File: config.mk
export PLATFORM = sky130hd
export DESIGN_NAME = prefixed_varint_byte_decoder_flat
export DESIGN_NICKNAME = d
export VERILOG_FILES = /design/src/rtl/pvd_pkg.sv /design/src/rtl/pvd_in_if.sv /design/src/rtl/pvd_out_if.sv /design/src/rtl/pvd_cfg_if.sv /design/src/rtl/pvd_core.sv /design/src/rtl/pvd_out_reg.sv /design/src/rtl/prefixed_varint_byte_decoder.sv /design/src/flat_wrapper.sv
export SDC_FILE = /design/constraint.sdc
export NUM_CORES = 1
export LEC_CHECK = 0
export ABC_AREA = 1
export ABC_CLOCK_PERIOD_IN_PS = 3500
export BUFFER_PORTS_ARGS = -buffer_cell sky130_fd_sc_hd__buf_4
export CAP_MARGIN = 20
export CORE_MARGIN = 10
export CORE_UTILIZATION = 50
export CTS_CLUSTER_SIZE = 16
export DETAILED_ROUTE_END_ITERATION = 6
export GPL_TIMING_DRIVEN = 0
export HOLD_SLACK_MARGIN = 0.02
export PLACE_DENSITY = 0.69
export SLEW_MARGIN = 20
export SYNTH_ARGS = -nofsm -noshare
export SYNTH_HDL_FRONTEND = slang
export SYNTH_SLANG_ARGS = --single-unit
File: constraint.sdc
create_clock -name i_clk -period 3.5 [get_ports i_clk]
set_clock_uncertainty 0.1 [all_clocks]
set_input_delay 0.7 -clock i_clk [delete_from_list [all_inputs] [get_ports i_clk]]
set_output_delay 0.7 -clock i_clk [all_outputs]
set_load 0.02 [all_outputs]
File: src/rtl/pvd_pkg.sv
package pvd_pkg;

    // Prefix byte codes for variable mode
    localparam logic [7:0] PREFIX_LIMIT = 8'd192;
    localparam logic [7:0] UPAY_LOW     = 8'd200;
    localparam logic [7:0] UPAY_HIGH    = 8'd207;
    localparam logic [7:0] SPAY_BIAS    = 8'd199;
    localparam logic [7:0] SLEN_BIAS    = 8'd191;
    localparam logic [7:0] SMIN_CODE    = 8'd208;

    localparam logic [63:0] SMIN_VALUE  = 64'h8000_0000_0000_0000;
    localparam logic [63:0] ALL_ONES    = 64'hFFFF_FFFF_FFFF_FFFF;

    localparam logic [2:0] RAW_LAST     = 3'd7;

    localparam logic STATUS_OK          = 1'b0;
    localparam logic STATUS_BAD         = 1'b1;

    // One decoded number leaving the core
    typedef struct packed {
        logic        valid;
        logic [63:0] number;
        logic        status;
    } t_result;

    // Core state seen by the top level
    typedef struct packed {
        logic raw_mode;
        logic busy;
    } t_core_status;

endpackage

File: src/rtl/pvd_in_if.sv
interface pvd_in_if;
    logic       valid;
    logic       ready;
    logic [7:0] data_byte;
    logic       want_signed;

    modport source (output valid, output data_byte, output want_signed, input ready);
    modport sink   (input valid, input data_byte, input want_signed, output ready);
endinterface

File: src/rtl/pvd_out_if.sv
interface pvd_out_if;
    logic        valid;
    logic        ready;
    logic [63:0] number;
    logic        status;

    modport source (output valid, output number, output status, input ready);
    modport sink   (input valid, input number, input status, output ready);
endinterface

File: src/rtl/pvd_cfg_if.sv
interface pvd_cfg_if;
    logic valid;
    logic ready;
    logic raw_mode;

    modport source (output valid, output raw_mode, input ready);
    modport sink   (input valid, input raw_mode, output ready);
endinterface

File: src/rtl/pvd_core.sv
module pvd_core (
    input  logic                  i_clk,
    input  logic                  i_rst_n,
    input  logic                  i_cfg_we,
    input  logic                  i_cfg_raw_mode,
    input  logic                  i_take,
    input  logic [7:0]            i_data_byte,
    input  logic                  i_want_signed,
    output pvd_pkg::t_result      o_result,
    output pvd_pkg::t_core_status o_status
);
    import pvd_pkg::*;

    logic        r_raw_mode, n_raw_mode;
    logic [3:0]  r_bytes_left, n_bytes_left;
    logic [63:0] r_acc, n_acc;
    logic        r_neg, n_neg;
    logic [2:0]  r_raw_idx, n_raw_idx;

    logic [63:0] raw_word;
    logic [63:0] pay_word;
    logic [7:0]  ulen;
    logic [7:0]  slen;
    t_result     res;

    // Raw mode: drop the byte into its lane
    always_comb begin
        for (int k = 0; k < 8; k++) begin
            raw_word[k*8 +: 8] = (r_raw_idx == 3'(k)) ? i_data_byte : r_acc[k*8 +: 8];
        end
    end

    // Payload shift (big-endian) and prefix length decode
    assign pay_word = {r_acc[55:0], i_data_byte};
    assign ulen     = i_data_byte - SPAY_BIAS;
    assign slen     = i_data_byte - SLEN_BIAS;

    // Next state and result
    always_comb begin
        n_raw_mode   = r_raw_mode;
        n_bytes_left = r_bytes_left;
        n_acc        = r_acc;
        n_neg        = r_neg;
        n_raw_idx    = r_raw_idx;
        res          = '0;

        if (i_cfg_we) begin
            // mode write abandons any partial number
            n_raw_mode   = i_cfg_raw_mode;
            n_bytes_left = '0;
            n_acc        = '0;
            n_neg        = 1'b0;
            n_raw_idx    = '0;
        end else if (i_take) begin
            if (r_raw_mode) begin
                if (r_raw_idx == RAW_LAST) begin
                    res.valid  = 1'b1;
                    res.number = raw_word;
                    res.status = STATUS_OK;
                    n_acc      = '0;
                    n_raw_idx  = '0;
                end else begin
                    n_acc     = raw_word;
                    n_raw_idx = r_raw_idx + 3'd1;
                end
            end else if (r_bytes_left != 4'd0) begin
                n_acc        = pay_word;
                n_bytes_left = r_bytes_left - 4'd1;
                if (r_bytes_left == 4'd1) begin
                    res.valid  = 1'b1;
                    res.number = r_neg ? (64'd0 - pay_word) : pay_word;
                    res.status = STATUS_OK;
                    n_acc      = '0;
                    n_neg      = 1'b0;
                end
            end else if (i_data_byte < PREFIX_LIMIT) begin
                // literal value
                res.valid  = 1'b1;
                res.number = {56'd0, i_data_byte};
                res.status = STATUS_OK;
            end else if (i_data_byte >= UPAY_LOW && i_data_byte <= UPAY_HIGH) begin
                // payload follows; same length rule for both signednesses
                n_bytes_left = ulen[3:0];
                n_acc        = '0;
                n_neg        = i_want_signed;
            end else if (!i_want_signed) begin
                res.valid  = 1'b1;
                res.number = ALL_ONES;
                res.status = STATUS_BAD;
            end else if (i_data_byte < UPAY_LOW) begin
                // signed short-form payload prefix
                n_bytes_left = slen[3:0];
                n_acc        = '0;
                n_neg        = 1'b1;
            end else if (i_data_byte == SMIN_CODE) begin
                res.valid  = 1'b1;
                res.number = SMIN_VALUE;
                res.status = STATUS_OK;
            end else begin
                res.valid  = 1'b1;
                res.number = '0;
                res.status = STATUS_BAD;
            end
        end
    end

    // State registers
    always_ff @(posedge i_clk) begin
        if (!i_rst_n) begin
            r_raw_mode   <= 1'b0;
            r_bytes_left <= '0;
            r_acc        <= '0;
            r_neg        <= 1'b0;
            r_raw_idx    <= '0;
        end else begin
            r_raw_mode   <= n_raw_mode;
            r_bytes_left <= n_bytes_left;
            r_acc        <= n_acc;
            r_neg        <= n_neg;
            r_raw_idx    <= n_raw_idx;
        end
    end

    assign o_result        = res;
    assign o_status.raw_mode = r_raw_mode;
    assign o_status.busy     = (r_bytes_left != 4'd0) || (r_raw_idx != 3'd0);

endmodule

File: src/rtl/pvd_out_reg.sv
module pvd_out_reg (
    input  logic             i_clk,
    input  logic             i_rst_n,
    input  pvd_pkg::t_result i_result,
    output logic             o_can_take,
    pvd_out_if.source        out_ch
);
    import pvd_pkg::*;

    logic        r_valid, n_valid;
    logic [63:0] r_number;
    logic        r_status;
    logic        load;

    // Slot is free when empty or drained this cycle
    assign o_can_take = !r_valid || out_ch.ready;
    assign load       = i_result.valid;

    always_comb begin
        n_valid = r_valid;
        if (load) begin
            n_valid = 1'b1;
        end else if (out_ch.ready) begin
            n_valid = 1'b0;
        end
    end

    always_ff @(posedge i_clk) begin
        if (!i_rst_n) begin
            r_valid <= 1'b0;
        end else begin
            r_valid <= n_valid;
        end
    end

    // Payload, no reset needed
    always_ff @(posedge i_clk) begin
        if (load) begin
            r_number <= i_result.number;
            r_status <= i_result.status;
        end
    end

    assign out_ch.valid  = r_valid;
    assign out_ch.number = r_number;
    assign out_ch.status = r_status;

endmodule

File: src/rtl/prefixed_varint_byte_decoder.sv
// Channel  | Dir | Payload                      | Handshake
// ---------+-----+------------------------------+-------------------
// in_ch    | in  | data_byte[7:0], want_signed  | valid / ready
// cfg_ch   | in  | raw_mode                     | valid / ready (always ready)
// out_ch   | out | number[63:0], status         | valid / ready
//
// One byte per cycle while in_ch.ready is high: every byte finishes in the
// cycle it is accepted, and its number (if any) sits in the output register
// the next cycle. Throughput is set by the single output register: a new byte
// is taken when the register is empty or drained and no mode write waits.
// Synchronous reset (i_rst_n low) selects variable mode, clears control state.
// A stalled output holds in_ch.ready low until the waiting number is taken;
// a mode request holds in_ch.ready low for the cycle it is offered.
module prefixed_varint_byte_decoder (
    input  logic      i_clk,
    input  logic      i_rst_n,
    pvd_in_if.sink    in_ch,
    pvd_cfg_if.sink   cfg_ch,
    pvd_out_if.source out_ch
);
    import pvd_pkg::*;

    logic         can_take;
    logic         take;
    logic         cfg_we;
    t_result      result;
    t_core_status core_stat;

    // Request handshakes; a mode write takes priority over a byte
    assign in_ch.ready  = can_take && !cfg_ch.valid;
    assign take         = in_ch.valid && in_ch.ready;
    assign cfg_ch.ready = 1'b1;
    assign cfg_we       = cfg_ch.valid;

    pvd_core u_core (
        .i_clk          (i_clk),
        .i_rst_n        (i_rst_n),
        .i_cfg_we       (cfg_we),
        .i_cfg_raw_mode (cfg_ch.raw_mode),
        .i_take         (take),
        .i_data_byte    (in_ch.data_byte),
        .i_want_signed  (in_ch.want_signed),
        .o_result       (result),
        .o_status       (core_stat)
    );

    pvd_out_reg u_out (
        .i_clk      (i_clk),
        .i_rst_n    (i_rst_n),
        .i_result   (result),
        .o_can_take (can_take),
        .out_ch     (out_ch)
    );

`ifndef SYNTH
    // raw numbers never carry a bad status
    a_raw_ok: assert property (@(posedge i_clk) disable iff (!i_rst_n)
        result.valid && core_stat.raw_mode |-> result.status == STATUS_OK)
        else $error("raw mode produced a bad status");

    // a bad prefix yields only all ones or zero
    a_bad_value: assert property (@(posedge i_clk) disable iff (!i_rst_n)
        result.valid && result.status == STATUS_BAD |->
            (result.number == ALL_ONES || result.number == 64'd0))
        else $error("bad status with unexpected number");

    // input backpressure only comes from a waiting result or a mode write
    a_stall_cause: assert property (@(posedge i_clk) disable iff (!i_rst_n)
        !in_ch.ready |-> cfg_ch.valid || (out_ch.valid && !out_ch.ready))
        else $error("input stalled without a waiting result");

    // a produced result is visible on the port next cycle
    a_result_lands: assert property (@(posedge i_clk) disable iff (!i_rst_n)
        result.valid |=> out_ch.valid)
        else $error("result lost before output register");
`endif

endmodule

File: src/flat_wrapper.sv
// flat-port wrapper written by rule: the top's interface ports become plain ports
module prefixed_varint_byte_decoder_flat import pvd_pkg::*;
  (i_clk, i_rst_n, in_ch_valid, in_ch_data_byte, in_ch_want_signed, in_ch_ready, cfg_ch_valid, cfg_ch_raw_mode, cfg_ch_ready, out_ch_valid, out_ch_number, out_ch_status, out_ch_ready);
  pvd_in_if in_ch_i ();
  pvd_cfg_if cfg_ch_i ();
  pvd_out_if out_ch_i ();
  input  logic i_clk;
  input  logic i_rst_n;
  input wire logic [$bits(in_ch_i.valid)-1:0] in_ch_valid;
  input wire logic [$bits(in_ch_i.data_byte)-1:0] in_ch_data_byte;
  input wire logic [$bits(in_ch_i.want_signed)-1:0] in_ch_want_signed;
  output wire logic [$bits(in_ch_i.ready)-1:0] in_ch_ready;
  input wire logic [$bits(cfg_ch_i.valid)-1:0] cfg_ch_valid;
  input wire logic [$bits(cfg_ch_i.raw_mode)-1:0] cfg_ch_raw_mode;
  output wire logic [$bits(cfg_ch_i.ready)-1:0] cfg_ch_ready;
  output wire logic [$bits(out_ch_i.valid)-1:0] out_ch_valid;
  output wire logic [$bits(out_ch_i.number)-1:0] out_ch_number;
  output wire logic [$bits(out_ch_i.status)-1:0] out_ch_status;
  input wire logic [$bits(out_ch_i.ready)-1:0] out_ch_ready;
  assign in_ch_i.valid = in_ch_valid;
  assign in_ch_i.data_byte = in_ch_data_byte;
  assign in_ch_i.want_signed = in_ch_want_signed;
  assign in_ch_ready = in_ch_i.ready;
  assign cfg_ch_i.valid = cfg_ch_valid;
  assign cfg_ch_i.raw_mode = cfg_ch_raw_mode;
  assign cfg_ch_ready = cfg_ch_i.ready;
  assign out_ch_valid = out_ch_i.valid;
  assign out_ch_number = out_ch_i.number;
  assign out_ch_status = out_ch_i.status;
  assign out_ch_i.ready = out_ch_ready;
  prefixed_varint_byte_decoder u_core (.i_clk(i_clk), .i_rst_n(i_rst_n), .in_ch(in_ch_i), .cfg_ch(cfg_ch_i), .out_ch(out_ch_i));
endmodule
# After elaboration in Yosys (flattened, before gate mapping)
# Index checks and enable logic that the tools add are counted.
dict set report word_totals {
  ff_bits 139
  in_bits 15
  output_inout_bits 68
  wordCells 93
}
dict set report op_classes {
  add_sub_neg 5
  order_cmp 4
  n_eq_ne 12
  n_mux 42
  bitwise_logic 3
  n_reduce_logical 19
}
# op count
set ops {}
lappend ops {{2-to-1 mux 66 bit} 10}
lappend ops {{2-to-1 mux 64 bit} 9}
lappend ops {{2-to-1 mux 65 bit} 1}
lappend ops {{2-to-1 mux 8 bit} 8}
lappend ops {{subtractor 1 x 64 -> 64 bit, first input constant} 1}
lappend ops {{2-to-1 mux 4 bit} 5}
lappend ops {{less-than comparator 8 bit, second input constant} 2}
lappend ops {{equality test 3 bit, second input constant} 4}
lappend ops {{nonzero test 4 bit} 3}
lappend ops {{equality test 8 bit, second input constant} 1}
lappend ops {{greater-or-equal comparator 8 bit, second input constant} 1}
lappend ops {{less-or-equal comparator 8 bit, second input constant} 1}
lappend ops {{2-to-1 mux 1 bit} 8}
lappend ops {{equality test 3 x 2 -> 1 bit, second input constant} 2}
lappend ops {{AND reduction 6 bit} 1}
lappend ops {{nonzero test 3 bit} 2}
lappend ops {{AND reduction 5 bit} 1}
lappend ops {{equality test 4 x 1 -> 1 bit, second input constant} 1}
lappend ops {{AND reduction 4 bit} 1}
lappend ops {{OR reduction 2 bit} 2}
lappend ops {{subtractor 4 x 1 -> 4 bit, second input constant} 1}
lappend ops {{subtractor 4 x 3 -> 4 bit, second input constant} 1}
lappend ops {{subtractor 4 bit, second input constant} 1}
lappend ops {{adder 3 x 1 -> 3 bit, second input constant} 1}
lappend ops {{other kinds (12)} 17}

# Depth between registers and ports, before layout
dict set report depth {
  depth_word 11
  ltp_mapped 14
}

# Modules after synthesis
# Synthesis repeated with hierarchy kept, for this count alone.
dict set report unflattened {
  cells_unflattened 1356
  hier_area_um2 9666.8
}
# module instances cells_per_inst area_per_inst_um2
set by_module_without_submodules {}
lappend by_module_without_submodules {pvd_core 1 1278 7633.6}
lappend by_module_without_submodules {pvd_out_reg 1 71 1998.2}
lappend by_module_without_submodules {prefixed_varint_byte_decoder 1 7 35.0}

# Worst setup path before layout
# No wires, ideal clock.
dict set report synth_timing {
  path_kind {input -> register}
  start {input out_ch_ready}
  end {register u_core.u_out.r_number[0], in the netlist u_core.u_out.out_ch.number[0] (enable)}
  setup_ns 0.420
  arrival_ns 2.828
  required_ns 2.980
  slack_ns 0.152
  path_stages 7
  path_cell_list {nor2_1 -> nor2_2 -> nand2_1 -> inv_1 -> nand2_1 -> a31o_2 -> inv_1}
}
dict set report synth_between {
  elab_chain_cells 5
}
# item line
set synth_rtl {}
lappend synth_rtl {{from (decl)} flat_wrapper.sv:19} ;# input wire logic [$bits(out_ch_i.ready)-1:0] out_ch_ready;
lappend synth_rtl {{logical OR 1 bit} pvd_out_reg.sv:16} ;# assign o_can_take = !r_valid || out_ch.ready;
lappend synth_rtl {{logical AND 1 bit} prefixed_varint_byte_decoder.sv:30} ;# assign in_ch.ready = can_take && !cfg_ch.valid;
lappend synth_rtl {{named net in_ch_ready} flat_wrapper.sv:12} ;# output wire logic [$bits(in_ch_i.ready)-1:0] in_ch_ready;
lappend synth_rtl {{logical AND 1 bit} prefixed_varint_byte_decoder.sv:31} ;# assign take = in_ch.valid && in_ch.ready;
lappend synth_rtl {{2-to-1 mux 66 bit} pvd_core.sv:54} ;# end else if (i_take) begin
lappend synth_rtl {{2-to-1 mux 66 bit} pvd_core.sv:47} ;# if (i_cfg_we) begin
lappend synth_rtl {{to (signal assigned)} pvd_out_reg.sv:39} ;# r_number <= i_result.number;
lappend synth_rtl {{to (decl)} pvd_out_reg.sv:11} ;# logic [63:0] r_number;
# The timed path passes the listed nets, and every way through them passes these cells.
# A chain may end at the register's enable or synchronous reset.

# Final worst setup path
dict set report layout_timing {
  start {input in_ch_data_byte[1]}
  end {register u_core.u_out.r_number[36], in the netlist u_core.u_out.out_ch.number[36], data pin}
}
dict set report layout_between {
  elab_chain_cells 7
  elab_cells_between_ends 14
  classes_between {1 x add/sub; 4 x order compare; 8 x mux; 1 x reduce/logical}
}
# item line
set layout_rtl {}
lappend layout_rtl {{from (decl)} flat_wrapper.sv:10} ;# input wire logic [$bits(in_ch_i.data_byte)-1:0] in_ch_data_byte;
lappend layout_rtl {{parallel branches: the longest is 5 deep, another holds subtractor 1 x 64 -> 64 bit} --}
lappend layout_rtl {{2-to-1 mux 66 bit *} pvd_core.sv:66} ;# end else if (r_bytes_left != 4'd0) begin
lappend layout_rtl {{2-to-1 mux 66 bit *} pvd_core.sv:55} ;# if (r_raw_mode) begin
# Mark *: on every way between the ends.

==> summary.md <==
| Metric | Value |
|---|---|
| Clock Tree Root | clkbuf_16 |
| Max-cap violations | 0 |
| Drt pass-1 iters | 5 |
| Slew Limit Headroom | 0.371 |
| CTS sink cnt | 131 |
| Metal-1 WL | 14100 µm |
| Setup bufs post-CTS | 0 |
| Boundary Pins | 83 |
| Port Buffer Count | 78 |
| LEAKAGE | 4.37 nW |
| Vias in the first global route | 9133 |
| Worst vdd ir | 0.354 mV |
| Slew Limit Fails | 0 |
| Crit path arrival time | 3.24 ns |
| Die footprint | 23300 µm² |
| GRT Util Overall | 0.299 |
| Max Used Layer | met5 |
| DRC Markers | 0 |
| Die width | 153 µm |
| Worst Path Required | 3.60 ns |
| DIE HEIGHT | 153 µm |
| DRT antenna net count | 0 |
| Seq cells post-synth | 131 |
| Flop pwr share | 0.423 |
| Final Cycle Share | 0.897 |
| Placed insts | 1612 |
| Post-synth ARST share | 0 |
| Sequential share of the synthesized area | 0.371 |
| Main synth FF type | dfxtp_1 |
| Hold crit path type | in2reg |
| Worst-margin pin slew | 0.944 ns |
| Final instance area | 10300 µm² |
| Final #Nets | 1432 |
| RSZ-0062 raised after global routing | no |
| Post-DP HPWL | 27100 µm |
| Overflow after GRT | 0 |
| CTS clock-pin slew for the worst setup and hold paths | 0.07 ns |
| Maximum clock path buffer count | 2 |
| Cells after Synth | 1308 |
| Proportion of layout cells with a drive suffix above 1 | 0.142 |
| CTS tree | built |
| Pwr/cell area | 378 nW/µm² |
| Clock Power Share | 0.485 |
| Final TNS setup | 0 ns |
| Placer Congestion | 1.05 |
| Final Hold Viols | 0 |
| CP Launch Type | primary input |
| EDFF count, synth | 65 |
| Met3 WL | 4480 µm |
| Worst skew pair latency | 0.45 ns |
| Area Growth Syn to Fin | 17.1% |
| Hold bufs inserted after CTS | 0 |
| Part of the power in combinational logic | 0.092 |
| Initial Util | 0.510 |
| Final setup fails | 0 |
| Num CTS Buffers | 17 |
| First-pass GRT wire length | 54300 µm |
| Status | finished, final reports clean |
| Mapped cell area | 8820 µm² |
| Switching Share | 0.267 |
| CP Launch Point | in_ch_data_byte[1] |
| Yosys cell types | 48 |
| Synth Warn # | 0 |
| Vias per cell | 6.03 |
| Initial antenna violation count | 3 |
| Worst Slack Setup Final | 0.361 ns |
| Final min period | 3.14 ns |
| Vias post-DR | 9928 |
| Core footprint | 17300 µm² |
| Cell row count | 48 |
| First DRT Iteration DRCs | 1185 |
| Hold Startpoint | cfg_ch_raw_mode |
| Met2 wire len | 16300 µm |
| Non-Filler Instances | 1647 |
| FF-to-FF Start | u_core.u_core.r_raw_idx[0]$_SDFFE_PP0P_ |
| H-tree depth | 4 |
| NetSw | 1.04 mW |
| Drt total wl | 36800 µm |
| CP max FO | 8 |
| Wire per inst | 22.3 µm |
| Largest net degree at the start of global routing | 38 |
| DP Area | 9710 µm² |
| Power Internal | 2.86 mW |
| Post_cts resized | 0 |
| Synth Net Count | 1334 |
| Worst setup EP type | register |
| Fmax | 319 MHz |
| Setup WS pre-CTS | 0.0883 ns |
| WHS | 0.384 ns |
| CP Class | in2reg |
| Avg Cell Area, Syn | 6.74 µm² |
## final cells by class
cell class                      count  area, µm²
Fill cell                        1680       6970
Multi-Input combinational cell   1004       4770
Sequential cell                   131       3270
Timing Repair Buffer               79        606
Clock buffer                       19        464
Inverter                          109        413
Buffer                             64        358
Tap cell                          225        282
Clock inverter                     13        148
Antenna cell                        3       7.51
## flip-flops by register name, indices dropped and copies added, names as in the netlist
register and cells:
u_core.u_core.r_acc 56, u_core.u_core.r_bytes_left 4, u_core.u_core.r_neg 1, u_core.u_core.r_raw_idx 3, u_core.u_core.r_raw_mode 1, u_core.u_out.out_ch.number 64, u_core.u_out.out_ch.status 1, u_core.u_out.out_ch.valid 1
## metrics by stage
step | power [mW] | utilization
3_5_place_dp | 2.03 | 0.561
4_1_cts | 3.88 | 0.596
6_report | 3.90 | 0.597
3_3_place_gp | 2.03 | 0.560
5_1_grt | 3.96 | 0.596
2_1_floorplan | 1.88 | -
## cell usage in the layout, fill, tap and decap left out, types with 5 or more instances in the layout
master and n:
nor2_4 9, nor2_1 163, ha_1 11, edfxtp_1 65, clkbuf_1 23, nand3_1 80, clkbuf_16 18, a21oi_1 75
nand2_2 9, o22ai_1 19, a211oi_1 6, buf_4 87, inv_1 97, nand2_1 389, o21a_1 19, o211ai_1 6
xor2_1 5, nor2_2 11, inv_2 8, buf_6 6, nand4_1 9, dfxtp_1 66, o21ai_1 39, o21ai_0 82
nor3_1 6, a31oi_1 41, buf_2 21
## power groups by stage
| stage | clock (mW) | sequential (mW) | combinational (mW) |
|---|---|---|---|
| 4_1_cts | 1.88 | 1.65 | 0.349 |
| 5_1_grt | 1.94 | 1.65 | 0.377 |
| 3_5_place_dp | 0 | 1.68 | 0.347 |
| 3_3_place_gp | 0 | 1.68 | 0.341 |
| 6_report | 1.89 | 1.65 | 0.359 |
| 2_1_floorplan | 0 | 1.71 | 0.169 |
## synth_stat cells, types with 21 or more instances
master | count | area share
nor2_1 | 163 | 0.069
nand3_1 | 80 | 0.045
o21ai_0 | 82 | 0.047
o21ai_1 | 39 | 0.022
dfxtp_1 | 66 | 0.15
nand2_1 | 389 | 0.17
edfxtp_1 | 65 | 0.22
a21oi_1 | 75 | 0.043
inv_1 | 98 | 0.042
a31oi_1 | 41 | 0.029
buf_2 | 21 | 0.012
clkbuf_1 | 23 | 0.0098
## per-layer routing
| layer | vias to the layer above | global-route usage |
|---|---|---|
| met3 | 145 | 0.0895 |
| met2 | 692 | 0.459 |
| met1 | 4504 | 0.371 |
| li1 | 4583 | - |
| met5 | - | 0 |
| met4 | 4 | 0.159 |
## cells by family (layout without fill, tap and decap cells)
| group | after synthesis | after routing | share of synthesized area |
|---|---|---|---|
| AND/OR/NAND/NOR | 687 | 687 | 0.327 |
| AO/OA/AOI/OAI | 300 | 300 | 0.194 |
| buffers and inverters | 173 | 284 | 0.0871 |
| flip-flops | 131 | 131 | 0.371 |
| adder cells (fa/ha/maj) | 11 | 11 | 0.0156 |
| XOR/XNOR | 5 | 5 | 0.00497 |
| other | 1 | 4 | 0.000425 |
## path summary, 6_finish.rpt
path | endpoint | slack [ns] | cells after the start
max reg2reg | u_core.u_out.out_ch.number[41]$_SDFFCE_PP0P_ | 0.72 | 8
min | u_core.u_core.r_raw_mode$_SDFFE_PN0P_ | 0.38 | 3
min reg2reg | u_core.u_core.r_bytes_left[2]$_SDFFE_PP0P_ | 0.40 | 2
max | u_core.u_out.out_ch.number[36]$_SDFFCE_PP0P_ | 0.36 | 11
## worst max-delay path, cell delays in order
cell	delay (ns)
buf_4	0.11
clkbuf_2	0.26
inv_1	0.43
ha_1	0.28
nand3_2	0.18
nor2_4	0.22
nand2_2	0.15
o21ai_2	0.40
o21ai_0	0.26
nor2_1	0.16
o21ai_1	0.08
(Power assumes the default switching activity.)
